File: src/design/circulant_global_link_map_unit_macros.svh
// ----------------------------------------------------------------------------
// Circulant global link map: assertion macros
// Shared concurrent assertion helpers, clocked on clk and reset by rst_n.
// ----------------------------------------------------------------------------
`ifndef CIRCULANT_GLOBAL_LINK_MAP_UNIT_MACROS_SVH
`define CIRCULANT_GLOBAL_LINK_MAP_UNIT_MACROS_SVH

`ifndef NO_ASSERTIONS

// The consequent must hold in the same cycle as the antecedent.
`define CGLM_ASSERT_IMP(lbl, ante, cons) \
    lbl: assert property (@(posedge clk) disable iff (!rst_n) (ante) |-> (cons)) \
        else $error("cglm assertion failed");

// The consequent must hold in the cycle after the antecedent.
`define CGLM_ASSERT_NEXT(lbl, ante, cons) \
    lbl: assert property (@(posedge clk) disable iff (!rst_n) (ante) |=> (cons)) \
        else $error("cglm assertion failed");

`else

`define CGLM_ASSERT_IMP(lbl, ante, cons)
`define CGLM_ASSERT_NEXT(lbl, ante, cons)

`endif

`endif

File: src/design/cglm_pkg.sv
// ----------------------------------------------------------------------------
// Circulant global link map: shared package
// Types, constants and helper functions used by all modules of the block.
// ----------------------------------------------------------------------------
package cglm_pkg;

    // Limits of the effective configuration.
    localparam int MAX_ROUTERS    = 32;
    localparam int MAX_GROUPS     = 256;
    localparam int MAX_HALF_LINKS = 16;

    // Register and field widths.
    localparam int SIZE_W     = 6;
    localparam int GROUPS_W   = 9;
    localparam int HALF_W     = 5;
    localparam int CFG_IDX_W  = 2;
    localparam int CFG_DATA_W = 9;
    localparam int GRP_W      = 8;
    localparam int ROUTER_W   = 5;
    localparam int PORT_W     = 5;
    localparam int SWITCH_W   = 13;
    localparam int COUNT_W    = 6;

    // Remainder unit: dividend width and iteration counter width.
    localparam int DIV_W     = 9;
    localparam int DIV_CNT_W = 4;

    // Job queue between the front and back parts.
    localparam int QUEUE_DEPTH = 2;
    localparam int QPTR_W      = 1;
    localparam int QCNT_W      = 2;

    // Reset values of the configuration registers.
    localparam logic [SIZE_W-1:0]   RST_ROUTERS     = SIZE_W'(4);
    localparam logic [GROUPS_W-1:0] RST_GROUP_COUNT = GROUPS_W'(9);
    localparam logic [HALF_W-1:0]   RST_HALF_LINKS  = HALF_W'(1);

    // Configuration register indexes.
    typedef enum logic [CFG_IDX_W-1:0] {
        REG_ROUTERS     = 2'd0,
        REG_GROUP_COUNT = 2'd1,
        REG_HALF_LINKS  = 2'd2
    } cfg_reg_t;

    // Operation codes of an input beat.
    localparam logic [1:0] OP_NEIGHBOURS = 2'd0;
    localparam logic [1:0] OP_GROUP      = 2'd1;
    localparam logic [1:0] OP_PORT       = 2'd2;

    // Job class assigned by the front part.
    typedef enum logic [1:0] {
        JOB_NEIGH,
        JOB_GROUP,
        JOB_PORT,
        JOB_EMPTY
    } job_kind_t;

    // Back part sequencer states.
    typedef enum logic [2:0] {
        ST_IDLE,
        ST_MOD_SG,
        ST_MOD_BASE,
        ST_WALK_N,
        ST_WALK_G,
        ST_FLUSH
    } back_state_t;

    // Input beat.
    typedef struct packed {
        logic [1:0]          operation;
        logic [ROUTER_W-1:0] src_router;
        logic [GRP_W-1:0]    src_group;
        logic [GRP_W-1:0]    dst_group;
        logic [PORT_W-1:0]   src_port;
    } in_item_t;

    // Result beat.
    typedef struct packed {
        logic [SWITCH_W-1:0] neighbour_switch;
        logic [ROUTER_W-1:0] router_index;
        logic [PORT_W-1:0]   port_index;
        logic                found;
        logic                last;
    } out_item_t;

    // Effective configuration after clamping.
    typedef struct packed {
        logic [SIZE_W-1:0]   size;
        logic [GROUPS_W-1:0] groups;
        logic [HALF_W-1:0]   half;
    } cfg_t;

    // Classified job handed from the front to the back part.
    typedef struct packed {
        job_kind_t           kind;
        logic [ROUTER_W-1:0] src_router;
        logic [GRP_W-1:0]    src_group;
        logic [GRP_W-1:0]    dst_group;
        logic [PORT_W-1:0]   src_port;
        logic [DIV_W-1:0]    prod;
    } job_t;

    // Request to the remainder unit.
    typedef struct packed {
        logic             start;
        logic [DIV_W-1:0] dividend;
    } mod_req_t;

    // Status of the remainder unit.
    typedef struct packed {
        logic             busy;
        logic             done;
        logic [GRP_W-1:0] rem;
    } mod_rsp_t;

    // Clamp the raw registers into their usable ranges.
    function automatic cfg_t eff_cfg(input logic [SIZE_W-1:0]   router_count,
                                     input logic [GROUPS_W-1:0] group_count,
                                     input logic [HALF_W-1:0]   half_links);
        cfg_t c;
        if (router_count == '0)
            c.size = SIZE_W'(1);
        else if (router_count > SIZE_W'(MAX_ROUTERS))
            c.size = SIZE_W'(MAX_ROUTERS);
        else
            c.size = router_count;
        if (group_count == '0)
            c.groups = GROUPS_W'(1);
        else if (group_count > GROUPS_W'(MAX_GROUPS))
            c.groups = GROUPS_W'(MAX_GROUPS);
        else
            c.groups = group_count;
        if (half_links > HALF_W'(MAX_HALF_LINKS))
            c.half = HALF_W'(MAX_HALF_LINKS);
        else
            c.half = half_links;
        return c;
    endfunction

endpackage

File: src/design/cglm_mod.sv
// ----------------------------------------------------------------------------
// Circulant global link map: remainder unit
// Restoring shift-subtract remainder of a small dividend by the group count,
// one dividend bit per cycle.
// ----------------------------------------------------------------------------
module cglm_mod (
    input  logic                        clk,
    input  logic                        rst_n,
    input  logic [cglm_pkg::GROUPS_W-1:0] divisor,
    input  cglm_pkg::mod_req_t          req,
    output cglm_pkg::mod_rsp_t          rsp
);
    import cglm_pkg::*;

    logic                 busy_reg, busy_next;
    logic                 done_reg, done_next;
    logic [DIV_CNT_W-1:0] cnt_reg, cnt_next;
    logic [DIV_W-1:0]     dvd_reg, dvd_next;
    logic [GRP_W-1:0]     rem_reg, rem_next;
    logic [GROUPS_W-1:0]  trial;

    // Bring down the next dividend bit and subtract the divisor when it fits.
    assign trial = {rem_reg, dvd_reg[DIV_W-1]};

    always_comb
    begin
        busy_next = busy_reg;
        done_next = 1'b0;
        cnt_next  = cnt_reg;
        dvd_next  = dvd_reg;
        rem_next  = rem_reg;
        if (req.start)
        begin
            busy_next = 1'b1;
            cnt_next  = '0;
            dvd_next  = req.dividend;
            rem_next  = '0;
        end
        else if (busy_reg)
        begin
            dvd_next = {dvd_reg[DIV_W-2:0], 1'b0};
            cnt_next = cnt_reg + DIV_CNT_W'(1);
            if (trial >= divisor)
                rem_next = GRP_W'(trial - divisor);
            else
                rem_next = trial[GRP_W-1:0];
            if (cnt_reg == DIV_CNT_W'(DIV_W - 1))
            begin
                busy_next = 1'b0;
                done_next = 1'b1;
            end
        end
    end

    // Control state.
    always_ff @(posedge clk or negedge rst_n)
    begin
        if (!rst_n)
        begin
            busy_reg <= 1'b0;
            done_reg <= 1'b0;
            cnt_reg  <= '0;
        end
        else
        begin
            busy_reg <= busy_next;
            done_reg <= done_next;
            cnt_reg  <= cnt_next;
        end
    end

    // Working registers.
    always_ff @(posedge clk)
    begin
        dvd_reg <= dvd_next;
        rem_reg <= rem_next;
    end

    assign rsp.busy = busy_reg;
    assign rsp.done = done_reg;
    assign rsp.rem  = rem_reg;

endmodule

File: src/design/cglm_queue.sv
// ----------------------------------------------------------------------------
// Circulant global link map: job queue
// Short FIFO that decouples the front part from the back part.
// ----------------------------------------------------------------------------
module cglm_queue (
    input  logic           clk,
    input  logic           rst_n,
    input  logic           push,
    input  cglm_pkg::job_t push_data,
    output logic           full,
    input  logic           pop,
    output logic           q_valid,
    output cglm_pkg::job_t q_data
);
    import cglm_pkg::*;

    job_t              mem_reg [QUEUE_DEPTH];
    logic [QPTR_W-1:0] wr_ptr_reg, wr_ptr_next;
    logic [QPTR_W-1:0] rd_ptr_reg, rd_ptr_next;
    logic [QCNT_W-1:0] count_reg, count_next;
    logic              do_push;
    logic              do_pop;

    assign full    = count_reg == QCNT_W'(QUEUE_DEPTH);
    assign q_valid = count_reg != '0;
    assign q_data  = mem_reg[rd_ptr_reg];
    assign do_push = push && !full;
    assign do_pop  = pop && q_valid;

    // Pointer and occupancy update.
    always_comb
    begin
        wr_ptr_next = do_push ? wr_ptr_reg + QPTR_W'(1) : wr_ptr_reg;
        rd_ptr_next = do_pop ? rd_ptr_reg + QPTR_W'(1) : rd_ptr_reg;
        count_next  = count_reg;
        if (do_push && !do_pop)
            count_next = count_reg + QCNT_W'(1);
        else if (do_pop && !do_push)
            count_next = count_reg - QCNT_W'(1);
    end

    always_ff @(posedge clk or negedge rst_n)
    begin
        if (!rst_n)
        begin
            wr_ptr_reg <= '0;
            rd_ptr_reg <= '0;
            count_reg  <= '0;
        end
        else
        begin
            wr_ptr_reg <= wr_ptr_next;
            rd_ptr_reg <= rd_ptr_next;
            count_reg  <= count_next;
        end
    end

    // Entry storage.
    always_ff @(posedge clk)
    begin
        if (do_push)
            mem_reg[wr_ptr_reg] <= push_data;
    end

endmodule

File: src/design/cglm_front.sv
// ----------------------------------------------------------------------------
// Circulant global link map: front part
// Accepts input beats, classifies the operation and prepares the first
// operand of the neighbour walk before the job enters the queue.
// ----------------------------------------------------------------------------
module cglm_front (
    input  logic               req_valid,
    output logic               req_stall,
    input  cglm_pkg::in_item_t req_data,
    input  cglm_pkg::cfg_t     cfg,
    input  logic               q_full,
    output logic               q_push,
    output cglm_pkg::job_t     q_wdata
);
    import cglm_pkg::*;

    logic [2*HALF_W-1:0] prod_wide;

    // The queue accepts a beat whenever it has room.
    assign req_stall = q_full;
    assign q_push    = req_valid && !q_full;

    // Router times half links: the circulant offset before reduction.
    assign prod_wide = (2*HALF_W)'(req_data.src_router) * (2*HALF_W)'(cfg.half);

    always_comb
    begin
        q_wdata.src_router = req_data.src_router;
        q_wdata.src_group  = req_data.src_group;
        q_wdata.dst_group  = req_data.dst_group;
        q_wdata.src_port   = req_data.src_port;
        q_wdata.prod       = prod_wide[DIV_W-1:0];
        case (req_data.operation)
            OP_NEIGHBOURS: q_wdata.kind = JOB_NEIGH;
            OP_GROUP:      q_wdata.kind = JOB_GROUP;
            OP_PORT:       q_wdata.kind = JOB_PORT;
            default:       q_wdata.kind = JOB_EMPTY;
        endcase
    end

endmodule

File: src/design/cglm_back.sv
// ----------------------------------------------------------------------------
// Circulant global link map: back part
// Sequencer that reduces the group offsets, walks the link lists and
// delivers result beats through a holding slot and an output register.
// ----------------------------------------------------------------------------
`include "circulant_global_link_map_unit_macros.svh"

module cglm_back (
    input  logic                clk,
    input  logic                rst_n,
    input  cglm_pkg::cfg_t      cfg,
    input  logic                q_valid,
    input  cglm_pkg::job_t      q_data,
    output logic                q_pop,
    output cglm_pkg::mod_req_t  mod_req,
    input  cglm_pkg::mod_rsp_t  mod_rsp,
    output logic                rsp_valid,
    input  logic                rsp_stall,
    output cglm_pkg::out_item_t rsp_data
);
    import cglm_pkg::*;

    back_state_t         state_reg, state_next;
    job_t                job_reg, job_next;
    logic [GRP_W-1:0]    sgm_reg, sgm_next;
    logic [GRP_W-1:0]    hm_reg, hm_next;
    logic [GRP_W-1:0]    base_reg, base_next;
    logic [GRP_W-1:0]    off_reg, off_next;
    logic [HALF_W-1:0]   k_reg, k_next;
    logic                sub_reg, sub_next;
    logic [ROUTER_W-1:0] r_reg, r_next;
    logic [COUNT_W-1:0]  cnt_reg, cnt_next;
    logic                pend_valid_reg, pend_valid_next;
    out_item_t           pend_reg, pend_next;
    logic                rsp_valid_reg;
    out_item_t           rsp_data_reg;

    logic                push;
    out_item_t           push_data;
    logic                push_ok;
    logic [GROUPS_W-1:0] off_p1;
    logic [GRP_W-1:0]    cur_off;
    logic [GROUPS_W-1:0] plus_sum;
    logic [GRP_W-1:0]    plus_grp;
    logic [GROUPS_W-1:0] minus_wide;
    logic [GRP_W-1:0]    minus_grp;
    logic                plus_keep;
    logic                minus_keep;
    logic                k_last;
    logic [GRP_W-1:0]    n_grp;
    logic                n_keep;
    logic [SWITCH_W:0]   sw_wide;
    logic                p_hit;
    logic                m_hit;
    logic                g_hit;
    logic [PORT_W-1:0]   hit_port;
    logic [COUNT_W-1:0]  cnt_sum;
    logic [GROUPS_W-1:0] base_sum;
    logic [GRP_W-1:0]    base_nx;
    logic                last_router;
    logic                router_end;

    // The output register can take a beat when empty or being drained.
    assign push_ok = !rsp_valid_reg || !rsp_stall;

    // Offset of the current link: previous offset plus one, wrapped.
    assign off_p1  = {1'b0, off_reg} + GROUPS_W'(1);
    assign cur_off = (off_p1 == cfg.groups) ? '0 : off_p1[GRP_W-1:0];

    // Groups reached in the plus and minus direction.
    assign plus_sum   = {1'b0, sgm_reg} + {1'b0, cur_off};
    assign plus_grp   = (plus_sum >= cfg.groups) ? GRP_W'(plus_sum - cfg.groups)
                                                 : plus_sum[GRP_W-1:0];
    assign minus_wide = {1'b0, sgm_reg} + cfg.groups - {1'b0, cur_off};
    assign minus_grp  = (sgm_reg >= cur_off) ? sgm_reg - cur_off
                                             : minus_wide[GRP_W-1:0];

    // A link that lands back in the source group is dropped.
    assign plus_keep  = plus_grp != job_reg.src_group;
    assign minus_keep = minus_grp != job_reg.src_group;
    assign k_last     = k_reg == cfg.half;

    // Neighbour walk: one list entry per cycle while the output register has room.
    assign n_grp   = sub_reg ? minus_grp : plus_grp;
    assign n_keep  = sub_reg ? minus_keep : plus_keep;
    assign sw_wide = (SWITCH_W+1)'(n_grp) * (SWITCH_W+1)'(cfg.size)
                   + (SWITCH_W+1)'(job_reg.src_router);

    // Group walk: both entries of one link pair per cycle while the output register has room.
    assign p_hit    = plus_keep && (plus_grp == job_reg.dst_group);
    assign m_hit    = minus_keep && (minus_grp == job_reg.dst_group);
    assign g_hit    = p_hit || m_hit;
    assign hit_port = p_hit ? cnt_reg[PORT_W-1:0]
                            : PORT_W'(cnt_reg + COUNT_W'(plus_keep));
    assign cnt_sum  = cnt_reg + COUNT_W'(plus_keep) + COUNT_W'(minus_keep);

    // Base offset of the next router: add half links modulo the group count.
    assign base_sum    = {1'b0, base_reg} + {1'b0, hm_reg};
    assign base_nx     = (base_sum >= cfg.groups) ? GRP_W'(base_sum - cfg.groups)
                                                  : base_sum[GRP_W-1:0];
    assign last_router = {1'b0, r_reg} == (cfg.size - SIZE_W'(1));
    assign router_end  = g_hit || k_last;

    // Next state.
    always_comb
    begin
        state_next = state_reg;
        case (state_reg)
            ST_IDLE:
            begin
                if (q_valid)
                begin
                    case (q_data.kind) inside
                        JOB_NEIGH, JOB_GROUP: state_next = ST_MOD_SG;
                        default:              state_next = ST_FLUSH;
                    endcase
                end
            end
            ST_MOD_SG:
            begin
                if (mod_rsp.done)
                    state_next = ST_MOD_BASE;
            end
            ST_MOD_BASE:
            begin
                if (mod_rsp.done)
                begin
                    if (cfg.half == '0)
                        state_next = ST_FLUSH;
                    else if (job_reg.kind == JOB_NEIGH)
                        state_next = ST_WALK_N;
                    else
                        state_next = ST_WALK_G;
                end
            end
            ST_WALK_N:
            begin
                if (push_ok && sub_reg && k_last)
                    state_next = ST_FLUSH;
            end
            ST_WALK_G:
            begin
                if (push_ok && router_end && last_router)
                    state_next = ST_FLUSH;
            end
            ST_FLUSH:
            begin
                if (push_ok)
                    state_next = ST_IDLE;
            end
            default: state_next = ST_IDLE;
        endcase
    end

    // Outputs and datapath updates.
    always_comb
    begin
        q_pop            = 1'b0;
        mod_req.start    = 1'b0;
        mod_req.dividend = '0;
        push             = 1'b0;
        push_data        = pend_reg;
        job_next         = job_reg;
        sgm_next         = sgm_reg;
        hm_next          = hm_reg;
        base_next        = base_reg;
        off_next         = off_reg;
        k_next           = k_reg;
        sub_next         = sub_reg;
        r_next           = r_reg;
        cnt_next         = cnt_reg;
        pend_valid_next  = pend_valid_reg;
        pend_next        = pend_reg;
        case (state_reg)
            ST_IDLE:
            begin
                q_pop = q_valid;
                if (q_valid)
                begin
                    job_next = q_data;
                    case (q_data.kind)
                        JOB_NEIGH, JOB_GROUP:
                        begin
                            mod_req.start    = 1'b1;
                            mod_req.dividend = DIV_W'(q_data.src_group);
                        end
                        JOB_PORT:
                        begin
                            pend_valid_next      = 1'b1;
                            pend_next            = '0;
                            pend_next.port_index = q_data.src_port ^ PORT_W'(1);
                            pend_next.found      = 1'b1;
                        end
                        default: pend_valid_next = 1'b0;
                    endcase
                end
            end
            ST_MOD_SG:
            begin
                // Source group reduced; now reduce the walk's base step.
                if (mod_rsp.done)
                begin
                    sgm_next      = mod_rsp.rem;
                    mod_req.start = 1'b1;
                    if (job_reg.kind == JOB_NEIGH)
                        mod_req.dividend = job_reg.prod;
                    else
                        mod_req.dividend = DIV_W'(cfg.half);
                end
            end
            ST_MOD_BASE:
            begin
                if (mod_rsp.done)
                begin
                    hm_next   = mod_rsp.rem;
                    base_next = '0;
                    off_next  = (job_reg.kind == JOB_NEIGH) ? mod_rsp.rem : '0;
                    k_next    = HALF_W'(1);
                    sub_next  = 1'b0;
                    r_next    = '0;
                    cnt_next  = '0;
                end
            end
            ST_WALK_N:
            begin
                if (push_ok)
                begin
                    if (n_keep)
                    begin
                        push                       = pend_valid_reg;
                        pend_valid_next            = 1'b1;
                        pend_next                  = '0;
                        pend_next.neighbour_switch = sw_wide[SWITCH_W-1:0];
                        pend_next.found            = 1'b1;
                    end
                    sub_next = !sub_reg;
                    if (sub_reg)
                    begin
                        off_next = cur_off;
                        k_next   = k_reg + HALF_W'(1);
                    end
                end
            end
            ST_WALK_G:
            begin
                if (push_ok)
                begin
                    if (g_hit)
                    begin
                        push                   = pend_valid_reg;
                        pend_valid_next        = 1'b1;
                        pend_next              = '0;
                        pend_next.router_index = r_reg;
                        pend_next.port_index   = hit_port;
                        pend_next.found        = 1'b1;
                    end
                    if (router_end)
                    begin
                        r_next    = r_reg + ROUTER_W'(1);
                        base_next = base_nx;
                        off_next  = base_nx;
                        k_next    = HALF_W'(1);
                        cnt_next  = '0;
                    end
                    else
                    begin
                        k_next   = k_reg + HALF_W'(1);
                        off_next = cur_off;
                        cnt_next = cnt_sum;
                    end
                end
            end
            ST_FLUSH:
            begin
                // The held entry, or an empty marker, closes the item.
                if (push_ok)
                begin
                    push = 1'b1;
                    if (!pend_valid_reg)
                        push_data = '0;
                    push_data.last  = 1'b1;
                    pend_valid_next = 1'b0;
                end
            end
            default: q_pop = 1'b0;
        endcase
    end

    // Control state.
    always_ff @(posedge clk or negedge rst_n)
    begin
        if (!rst_n)
        begin
            state_reg      <= ST_IDLE;
            pend_valid_reg <= 1'b0;
            rsp_valid_reg  <= 1'b0;
        end
        else
        begin
            state_reg      <= state_next;
            pend_valid_reg <= pend_valid_next;
            rsp_valid_reg  <= push || (rsp_valid_reg && rsp_stall);
        end
    end

    // Working registers.
    always_ff @(posedge clk)
    begin
        job_reg  <= job_next;
        sgm_reg  <= sgm_next;
        hm_reg   <= hm_next;
        base_reg <= base_next;
        off_reg  <= off_next;
        k_reg    <= k_next;
        sub_reg  <= sub_next;
        r_reg    <= r_next;
        cnt_reg  <= cnt_next;
        pend_reg <= pend_next;
        if (push)
            rsp_data_reg <= push_data;
    end

    assign rsp_valid = rsp_valid_reg;
    assign rsp_data  = rsp_data_reg;

    // A result beat is only produced when the output register has room.
    `CGLM_ASSERT_IMP(a_push_room, push, push_ok)
    // The holding slot only ever carries real entries.
    `CGLM_ASSERT_IMP(a_pend_found, pend_valid_reg, pend_reg.found)
    // During a walk the offsets stay reduced below the group count.
    `CGLM_ASSERT_IMP(a_walk_reduced, (state_reg == ST_WALK_N || state_reg == ST_WALK_G), (GROUPS_W'(off_reg) < cfg.groups && GROUPS_W'(sgm_reg) < cfg.groups))
    // The remainder unit only reports while the sequencer waits for it.
    `CGLM_ASSERT_IMP(a_mod_owner, mod_rsp.done, (state_reg == ST_MOD_SG || state_reg == ST_MOD_BASE))

endmodule

File: src/design/circulant_global_link_map_unit.sv
// A peer port or empty query goes from the queue through the flush state to the output register;
// neighbour and group queries first take two 9-step remainder passes.
// Neighbour lists then give one entry per cycle while the output is not stalled;
// group queries check one link pair per cycle when not stalled, up to routers*half_links pairs.
// The back-part sequencer handles one item at a time; a 2-entry queue buffers input.
// Reset: configuration returns to 4 routers, 9 groups, 1 half link; the queue empties.
// ----------------------------------------------------------------------------
// Circulant global link map unit
// Maps global links of a dragonfly with circulant group wiring: neighbour
// switches, routers that reach a group, and peer ports.
// ----------------------------------------------------------------------------
module circulant_global_link_map_unit (
    input  logic                                clk,
    input  logic                                rst_n,
    input  logic                                req_valid,
    output logic                                req_stall,
    input  cglm_pkg::in_item_t                  req_data,
    output logic                                rsp_valid,
    input  logic                                rsp_stall,
    output cglm_pkg::out_item_t                 rsp_data,
    input  logic                                cfg_we,
    input  logic [cglm_pkg::CFG_IDX_W-1:0]      cfg_index,
    input  logic [cglm_pkg::CFG_DATA_W-1:0]     cfg_data
);
    import cglm_pkg::*;

    logic [SIZE_W-1:0]   routers_reg, routers_next;
    logic [GROUPS_W-1:0] group_count_reg, group_count_next;
    logic [HALF_W-1:0]   half_links_reg, half_links_next;
    cfg_t                cfg;
    logic                q_full;
    logic                q_push;
    job_t                q_wdata;
    logic                q_valid;
    logic                q_pop;
    job_t                q_data;
    mod_req_t            mod_req;
    mod_rsp_t            mod_rsp;

    // Configuration register writes.
    always_comb
    begin
        routers_next     = routers_reg;
        group_count_next = group_count_reg;
        half_links_next  = half_links_reg;
        if (cfg_we)
        begin
            case (cfg_index)
                REG_ROUTERS:     routers_next     = cfg_data[SIZE_W-1:0];
                REG_GROUP_COUNT: group_count_next = cfg_data[GROUPS_W-1:0];
                REG_HALF_LINKS:  half_links_next  = cfg_data[HALF_W-1:0];
                default:         routers_next     = routers_reg;
            endcase
        end
    end

    always_ff @(posedge clk or negedge rst_n)
    begin
        if (!rst_n)
        begin
            routers_reg     <= RST_ROUTERS;
            group_count_reg <= RST_GROUP_COUNT;
            half_links_reg  <= RST_HALF_LINKS;
        end
        else
        begin
            routers_reg     <= routers_next;
            group_count_reg <= group_count_next;
            half_links_reg  <= half_links_next;
        end
    end

    // Clamped configuration seen by the datapath.
    assign cfg = eff_cfg(routers_reg, group_count_reg, half_links_reg);

    cglm_front u_front (
        .req_valid (req_valid),
        .req_stall (req_stall),
        .req_data  (req_data),
        .cfg       (cfg),
        .q_full    (q_full),
        .q_push    (q_push),
        .q_wdata   (q_wdata)
    );

    cglm_queue u_queue (
        .clk       (clk),
        .rst_n     (rst_n),
        .push      (q_push),
        .push_data (q_wdata),
        .full      (q_full),
        .pop       (q_pop),
        .q_valid   (q_valid),
        .q_data    (q_data)
    );

    cglm_mod u_mod (
        .clk     (clk),
        .rst_n   (rst_n),
        .divisor (cfg.groups),
        .req     (mod_req),
        .rsp     (mod_rsp)
    );

    cglm_back u_back (
        .clk       (clk),
        .rst_n     (rst_n),
        .cfg       (cfg),
        .q_valid   (q_valid),
        .q_data    (q_data),
        .q_pop     (q_pop),
        .mod_req   (mod_req),
        .mod_rsp   (mod_rsp),
        .rsp_valid (rsp_valid),
        .rsp_stall (rsp_stall),
        .rsp_data  (rsp_data)
    );

endmodule
File: config.mk
export PLATFORM = sky130hd
export DESIGN_NAME = circulant_global_link_map_unit
export DESIGN_NICKNAME = d
export VERILOG_FILES = /design/src/design/cglm_pkg.sv /design/src/design/cglm_mod.sv /design/src/design/cglm_queue.sv /design/src/design/cglm_front.sv /design/src/design/cglm_back.sv /design/src/design/circulant_global_link_map_unit.sv
export VERILOG_INCLUDE_DIRS = /design/src /design/src/design
export SDC_FILE = /design/constraint.sdc
export NUM_CORES = 1
export LEC_CHECK = 0
export BUFFER_PORTS_ARGS = -buffer_cell sky130_fd_sc_hd__buf_2
export CELL_PAD_IN_SITES_DETAIL_PLACEMENT = 0
export CELL_PAD_IN_SITES_GLOBAL_PLACEMENT = 1
export CORE_MARGIN = 2
export CORE_UTILIZATION = 30
export DETAILED_ROUTE_END_ITERATION = 12
export GPL_ROUTABILITY_DRIVEN = 0
export PLACE_DENSITY = 0.5
export SYNTH_ARGS = -nofsm -noshare
export SYNTH_HDL_FRONTEND = slang
export SYNTH_SLANG_ARGS = --single-unit
File: constraint.sdc
create_clock -name clk -period 17.72 [get_ports clk]
set_input_delay 4.43 -clock clk [delete_from_list [all_inputs] [get_ports clk]]
set_output_delay 4.43 -clock clk [all_outputs]
set_load 0.02 [all_outputs]
## Yosys cells after proc, flatten, opt, wreduce, memory -nomap -nowiden

Memory sizes are Yosys's and may differ from the RTL's.
Cells that the tools add are included.

| word-level totals | value |
|---|---|
| bits in registers | 183 |
| latch bits | 0 |
| bits in writable memories | 74 |
| memory bits (read-only) | 0 |
| bits of input ports | 44 |
| word-level logic and storage cells | 250 |
| memories kept | 1 |

| operators by class | value |
|---|---|
| add/subtract/negate cells | 20 |
| multipliers | 2 |
| divide/modulo/power cells | 0 |
| $lt $le $gt $ge | 7 |
| equal/unequal tests | 34 |
| shift operators | 0 |
| multiplexer cells | 96 |
| bitwise logic cells | 1 |
| reductions and logical operators | 52 |

Memories:

| name | depth | bits a word | rd ports | clocked after memory_dff | wr ports | line | RTL |
|---|---|---|---|---|---|---|---|
| u_queue.mem_reg | 2 | 37 | 1 | 0 | 1 | cglm_queue.sv:17 | `job_t mem_reg [QUEUE_DEPTH];` |

Operators with widths:

| cell | number |
|---|---|
| two-way mux 25 bit | 9 |
| two-way mux 8 bit | 15 |
| one-hot mux 25 bit (3 select lines) | 1 |
| two-way mux 5 bit | 10 |
| two-way mux 9 bit | 5 |
| subtractor 8 bit | 5 |
| two-way mux 10 bit | 3 |
| two-way mux 6 bit | 5 |
| greater-or-equal comparator 9 bit | 3 |
| two-way mux 3 bit | 9 |
| one-hot mux 8 bit (3 select lines) | 1 |
| two-way mux 1 bit | 23 |
| != test 2 x 1 -> 1 bit, second input constant | 11 |
| one-hot mux 10 bit (2 select lines) | 1 |
| adder 8 x 8 -> 9 bit | 2 |
| one-hot mux 3 bit (6 select lines) | 1 |
| equality test 8 bit | 2 |
| != test 8 bit | 2 |
| one-hot mux 8 bit (2 select lines) | 1 |
| one-hot mux 5 bit (3 select lines) | 1 |
| adder 13 x 5 -> 13 bit | 1 |
| multiplier 8 x 6 -> 13 bit | 1 |
| adder 6 x 1 -> 6 bit | 2 |
| logical AND 1 bit | 12 |
| other kinds (50) | 86 |

## Logic depth before layout (Yosys ltp)

Gate-level depths: netlist of the first run.

| depth | value |
|---|---|
| depth after elaboration | 16 |
| mapped depth | 45 |

## Cells and area by module

From an unflattened synthesis of the first run, not the netlist that was laid out.

| second synthesis, totals | value |
|---|---|
| cells, all modules | 1617 |
| area, all modules | 17669.4 um2 |

Modules (own cells, without submodules):

| module | times used | cells each | area an instance (um2) | seq. area each (um2) |
|---|---|---|---|---|
| cglm_back | 1 | 1139 | 11297.1 | 3968.8 |
| cglm_queue | 1 | 134 | 2952.8 | 2322.2 |
| cglm_mod | 1 | 160 | 1542.7 | 580.6 |
| circulant_global_link_map_unit | 1 | 69 | 948.4 | 505.5 |
| cglm_front | 1 | 115 | 928.4 | 0.0 |

## Worst setup path before layout of the first run

No wires, ideal clock.

| timing path | value |
|---|---|
| path kind | register to register |
| start | reg u_back.off_reg[0] |
| end | reg u_back.pend_reg[23] (netlist bit), data pin |
| data arrival time | 8.718 ns |
| required time | 17.452 ns |
| path slack | 8.734 ns |
| cell stages (with the launch flop) | 42 |
| clock period less this slack | 8.986 ns |
| path through | edfxtp_1 -> ha_1 -> clkbuf_1 -> xnor2_1 -> mux2i_1 -> a32o_1 -> o2111a_1 -> nand4_1 -> nor2_1 -> nor2_1 -> inv_1 -> ha_1 -> clkbuf_1 -> nand2b_1 -> a221oi_1 -> nor2_1 -> o311ai_1 -> ha_1 -> [6 not listed] -> nor2_1 -> a21oi_1 -> or2_2 -> fa_1 -> fa_1 -> inv_1 -> fa_1 -> ha_1 -> ha_1 -> a21boi_0 -> o21ai_0 -> a21boi_0 -> o21ai_0 -> nand2b_1 -> a21o_1 -> a21oi_1 -> xor2_1 -> nor2_1 |

RTL lines:

| element | line | RTL |
|---|---|---|
| start: declaration | cglm_back.sv:28 | `logic [GRP_W-1:0] off_reg, off_next;` |
| start signal: assignment | cglm_back.sv:313 | `off_reg <= off_next;` |
| end signal: assignment | cglm_back.sv:318 | `pend_reg <= pend_next;` |
| end: declaration | cglm_back.sv:34 | `out_item_t pend_reg, pend_next;` |

==> metrics, run 1 <==
RR Endpoint u_back.pend_reg[23]; Max FO, Critical Path 14; xor/xnor share of the synthesized area 0.0650; CTS tree built; reg2reg path depth 38; slowest CP cell o31a_1; Final Slew Violations 0; multi-input gate area in the final layout 0.00865 sq mm; Post-CTS Resized 0; Synth area leaders edfxtp_1 (38%), ha_1 (9.0%), fa_1 (5.7%); fraction of registers with async set/reset 0.138; worst path bufs/invs 4; remaining global-route overflow 0; Synth Flop Type edfxtp_1; die area 0.0573 sq mm; Initial Util 0.302; Post-Synth Adder-Cell Area 0.146; Post-Route WL 46800 um; post-CTS setup buffers 0; RSZ-0062 raised after global routing false; Clock Tree Buf Depth 3; max reg flops 74; WHS Path Cells 1; Hold Vio Cnt, Final 0; storage element area 0.00738 sq mm; min Tclk post-route 10.59 ns; synthesis-stage register bit count 254; total track usage 0.166; initial DRC count 754; Critical Path Max Stage Delay 0.60 ns; Die Span Y 239 um; most common cell after layout, fill and taps aside edfxtp_1; Rows 86; family with the most delay on the worst path compound AO/OA/AOI/OAI gates; Synth Area in Compound Gates 0.106; Post-Syn Instances 1515; DP HPWL 36000 um; Data required, critical path 18.02 ns; Seq/Total Area, Yosys 0.444; critical path class reg2reg; initial antenna violation count 1; first-pass iteration count of the detailed router 5; Worst R2R Setup Slack 7.13 ns; Syn Std Cell Area 0.0166 sq mm; WP depth 38; largest net degree at the start of global routing 39; clock slew at reported path FFs 0.06 ns; synth warn 0; IO Pins 71; Synth area leader edfxtp_1; core area 0.0550 sq mm; Max Freq 0.0944 GHz; min-delay src routers_reg[0]; Vias 11600; CTS sink cnt 254; Layout area overhead 13.3%; period utilisation layout 0.598; Slew headroom 0.273; fillers 5541; crit end category flop; share of cells above drive strength 1 0.132; Worst EP arrival 10.89 ns; number of port buffers 70; Post-Synth Simple-Gate Area 0.143; Hold EP routers_reg[0]; post-synthesis cell type count 83; Syn Nets 1725; Yosys top cell area share 0.381; Worst Clk Skew 0.0197 ns; EDFF count, synth 211; total CTS buffers 31; outcome finished, final reports clean; TNS Setup 0 ns; Die X-Extent 239 um; Vias/cell 4.91; Max Cap Viol 0; R2R Path Start u_back.off_reg[0]; Hold Buf Count CTS 0; htree depth 1; Final #Nets 1793; post-route ant nets 0; crit path launch type flop; clk_lat worst skew 0.59 ns; WL/cell 19.9 um; Root Buffer Master clkbuf_16; DR DRC count 0; first-pass GRT wire length 72000 um; worst-margin pin slew 1.09 ns; post-synthesis average cell area 11.0 sq um; # setup viols final 0; vias in the first global route 11700; most frequent cells in the layout edfxtp_1 (211), nor2_1 (135), ha_1 (119); HP Class reg2reg; post-synthesis mux area share 0.0592; main combinational cell family by area after synthesis adder cells
==> per-stage QoR <==
| step | instance area, sq um | cells | setup slack [ns] | utilization | hold WS (ns) |
|---|---|---|---|---|---|
| 4_1_cts | 18800 | 2355 | 7.15 | 0.342 | 0.527 |
| 2_1_floorplan | 16600 | 1515 | 8.73 | - | 0.460 |
| 5_1_grt | 18800 | 2355 | 6.21 | 0.342 | 0.542 |
| 6_report | 18800 | 2356 | 7.13 | 0.342 | 0.522 |
| 3_5_place_dp | 17800 | 2298 | 7.20 | 0.324 | 0.513 |
| 3_3_place_gp | 17800 | 2298 | 7.53 | 0.324 | 0.504 |
==> cells in the mapped netlist, types with 40 or more instances <==
cell type  instances
ha_1             119
o21ai_0           47
xor2_1            40
xnor2_1           73
a21oi_1           63
nor2_1           136
fa_1              47
nor2b_1           51
mux2_2            57
inv_1            109
edfxtp_1         211
nand2_1           90
clkbuf_1          42
==> cells by family (layout without fill, tap and decap cells) <==
family	count (synthesis)	after routing
multiplexers	90	90
flip-flops	254	254
adder cells (fa/ha/maj)	166	166
other	0	1
buffers and inverters	158	250
AO/OA/AOI/OAI	255	255
AND/OR/NAND/NOR	475	475
XOR/XNOR	117	117
==> layout make-up <==
class                      count  area share
clock inverter                15     0.00944
sequential                   254       0.392
multi-input combinational   1103       0.459
antenna                        1    0.000133
tap                          748      0.0497
timing repair buffer          82      0.0234
inverter                     111      0.0221
clock buffer                  42      0.0439
==> worst max path at each step <==
| stage | from | endpoint | slack, ns |
|---|---|---|---|
| 4_1_cts | u_back.off_reg[0] | u_back.pend_reg[23] | 7.15 |
| 3_5_place_dp | u_back.off_reg[0] | u_back.pend_reg[23] | 7.20 |
| 6_report | u_back.off_reg[0] | u_back.pend_reg[23] | 7.13 |
| 2_1_floorplan | u_back.off_reg[0] | u_back.pend_reg[23] | 8.73 |
| 3_3_place_gp | u_back.off_reg[0] | u_back.pend_reg[23] | 7.53 |
| 5_1_grt | u_back.off_reg[0] | u_back.pend_reg[23] | 6.21 |
==> metal layers <==
layer | track usage | vias to the layer above | part of all wire | wire length, um
li1 | - | 5568 | - | -
met1 | 0.236 | 5723 | 0.49 | 22900
met2 | 0.266 | 207 | 0.45 | 21200
met3 | 0.0211 | 60 | 0.034 | 1590
met4 | 0.0451 | 0 | 0.025 | 1160
met5 | 0 | - | 0 | 0
Power of run 1 is not shown: default switching activity piles up to over one toggle a cycle in this logic, so the estimate is an artifact.
==> inputs of run 2 (changes only) <==
- ABC_AREA: unset -> 1
- PLACE_DENSITY: 0.5 -> 0.53
- clock period: 17.72 -> 8.6 ns (I/O delays scaled with it)
==> run 2 against run 1 <==
- synthesized cell count rose by 22%
- die area is 1.1% lower
- non-clock buffer count is 52 higher
- fmax grew 29%
- critical path depth rose by 6
- highest routed layer unchanged
==> metrics, run 2 <==
remaining global-route overflow 0; min-delay src u_back.state_reg[1]; most frequent cells in the layout nand2_1 (430), inv_1 (263), edfxtp_1 (211); post-synthesis cell type count 55; min Tclk post-route 8.21 ns; Setup WS post-layout 0.395 ns; CTS sink cnt 254; Vias/cell 4.65; CP dominant cell by count nand2_1; Post-Route WL 47100 um; Post-Syn Instances 1849; Rows 85; Worst EP arrival 8.54 ns; number of port buffers 70; WL/cell 17.4 um; final hold slack 0.496 ns; Syn Nets 2059; DP HPWL 36700 um; slowest CP cell fa_1; vias in the first global route 12500; crit end category flop; worst-margin pin slew 1.13 ns; Worst R2R Setup Slack 0.39 ns; EDFF count, synth 211; crit path launch type flop; fillers 5626; critical path launch point u_back.off_reg[1]; synth warn 0; most frequent cells after synthesis nand2_1 (441), inv_1 (266), edfxtp_1 (211); WP depth 44; Clock Tree Buf Depth 3; most common cell after layout, fill and taps aside nand2_1; Root Buffer Master clkbuf_16; first-pass GRT wire length 72600 um; Vias 12600; Die Span Y 238 um; Hold Buf Count CTS 0; family with the most delay on the worst path adder cells; Synth area leader edfxtp_1; Final Slew Violations 0; Setup WS pre-CTS -0.175 ns; initial DRC count 625; most frequent cell after synthesis nand2_1; total track usage 0.167; Critical Path Max Stage Delay 0.58 ns; share of cells above drive strength 1 0.147; # setup viols final 0; RR Endpoint u_back.pend_reg[24]; outcome finished, final reports clean; Hold Vio Cnt, Final 0; Initial Util 0.304; post-synthesis average cell area 8.89 sq um; first-pass iteration count of the detailed router 5; Seq/Total Area, Yosys 0.449; WHS Path Cells 2; TNS Setup 0 ns; worst path bufs/invs 5; post-route ant nets 0; Synth area leaders edfxtp_1 (39%), nand2_1 (10%), ha_1 (9.1%); reg2reg path depth 44; clk_lat worst skew 0.59 ns; Hold EP u_back.state_reg[1]; Max Freq 0.122 GHz; clock slew at reported path FFs 0.06 ns; fraction of registers with async set/reset 0.138; total CTS buffers 30; Final #Nets 2192; htree depth 1; Data required, critical path 8.93 ns; max reg flops 74; CTS tree built; IO Pins 71; Max Cap Viol 0; R2R Path Start u_back.off_reg[1]; Synth Flop Type edfxtp_1; core area 0.0540 sq mm; critical path class reg2reg; Syn Std Cell Area 0.0164 sq mm; die area 0.0567 sq mm; synthesis-stage register bit count 254; Layout area overhead 17.0%; Yosys top cell area share 0.386; Slew headroom 0.246; Max FO, Critical Path 7; largest net degree at the start of global routing 39; initial antenna violation count 0; DR DRC count 0; Worst Clk Skew 0.0224 ns; HP Class reg2reg; period utilisation layout 0.954; Die X-Extent 238 um
-- run 2: cell types whose count changed in the layout (fill, tap and decap cells not counted), sizes merged, moves of 20 or more --
cell	delta
nor2b	-52
inv	+164
mux2	-55
nand2	+363
nand3	+74
buf	+52
nand2b	-24
xnor2	-50
nor2	+73
mux2i	-33
and3	-20
xor2	+20
o21ai	+26
and2	-25
-- run 2: stage by stage --
stage	utilization	area [sq um]	cells
CTS	0.348	18800	2687
global placement	0.331	17900	2631
finish	0.356	19200	2703
floorplan	-	16400	1849
global route	0.356	19200	2702
detailed placement	0.331	17900	2631
-- run 2: what timing repair did --
item                                    4_1_cts  5_1_grt
endpoints found under the setup margin        2        4
pin swaps                                     0       17
resized for setup                             5       72
setup buffers                                 0       15
-- run 2: worst min-delay path, cell delays in order, from the launching register on --
cell and delay [ns]:
dfrtp_1 0.36, nand2_1 0.06, nand2_1 0.05
-- run 2: cell families after synthesis --
logic type | share of synthesized area
compound gates | 0.0722
xor+xnor | 0.0447
fa+ha+maj | 0.148
buf+inv | 0.0729
flops | 0.449
mux | 0.00137
simple gates | 0.212
-- run 2: area by class of cell --
cell class	instances	area, sq um	share of cell area
multi-input cells	1285	8170	0.425
flip-flops and latches	254	7380	0.384
inverters	277	1040	0.0543
well taps	696	871	0.0453
repair buffers	134	835	0.0434
clock buffers	41	812	0.0422
clock inverters	15	115	0.00599
diodes	1	2.50	0.000130
-- run 2: how the worst max path moves through the flow --
stage	slack [ns]	endpoint
5_1_grt	-0.06	u_back.pend_reg[24]
3_3_place_gp	-0.09	u_back.pend_reg[24]
3_5_place_dp	-0.18	u_back.pend_reg[24]
2_1_floorplan	0.47	u_back.pend_reg[24]
6_report	0.39	u_back.pend_reg[24]
4_1_cts	0.03	u_back.pend_reg[24]
-- run 2: per-layer routing --
metal	global-route usage	part of all wire
met3	0.0202	0.034
met1	0.229	0.48
met4	0.0377	0.021
met2	0.282	0.47
met5	0	0
Power of run 2 is left out for the same reason.
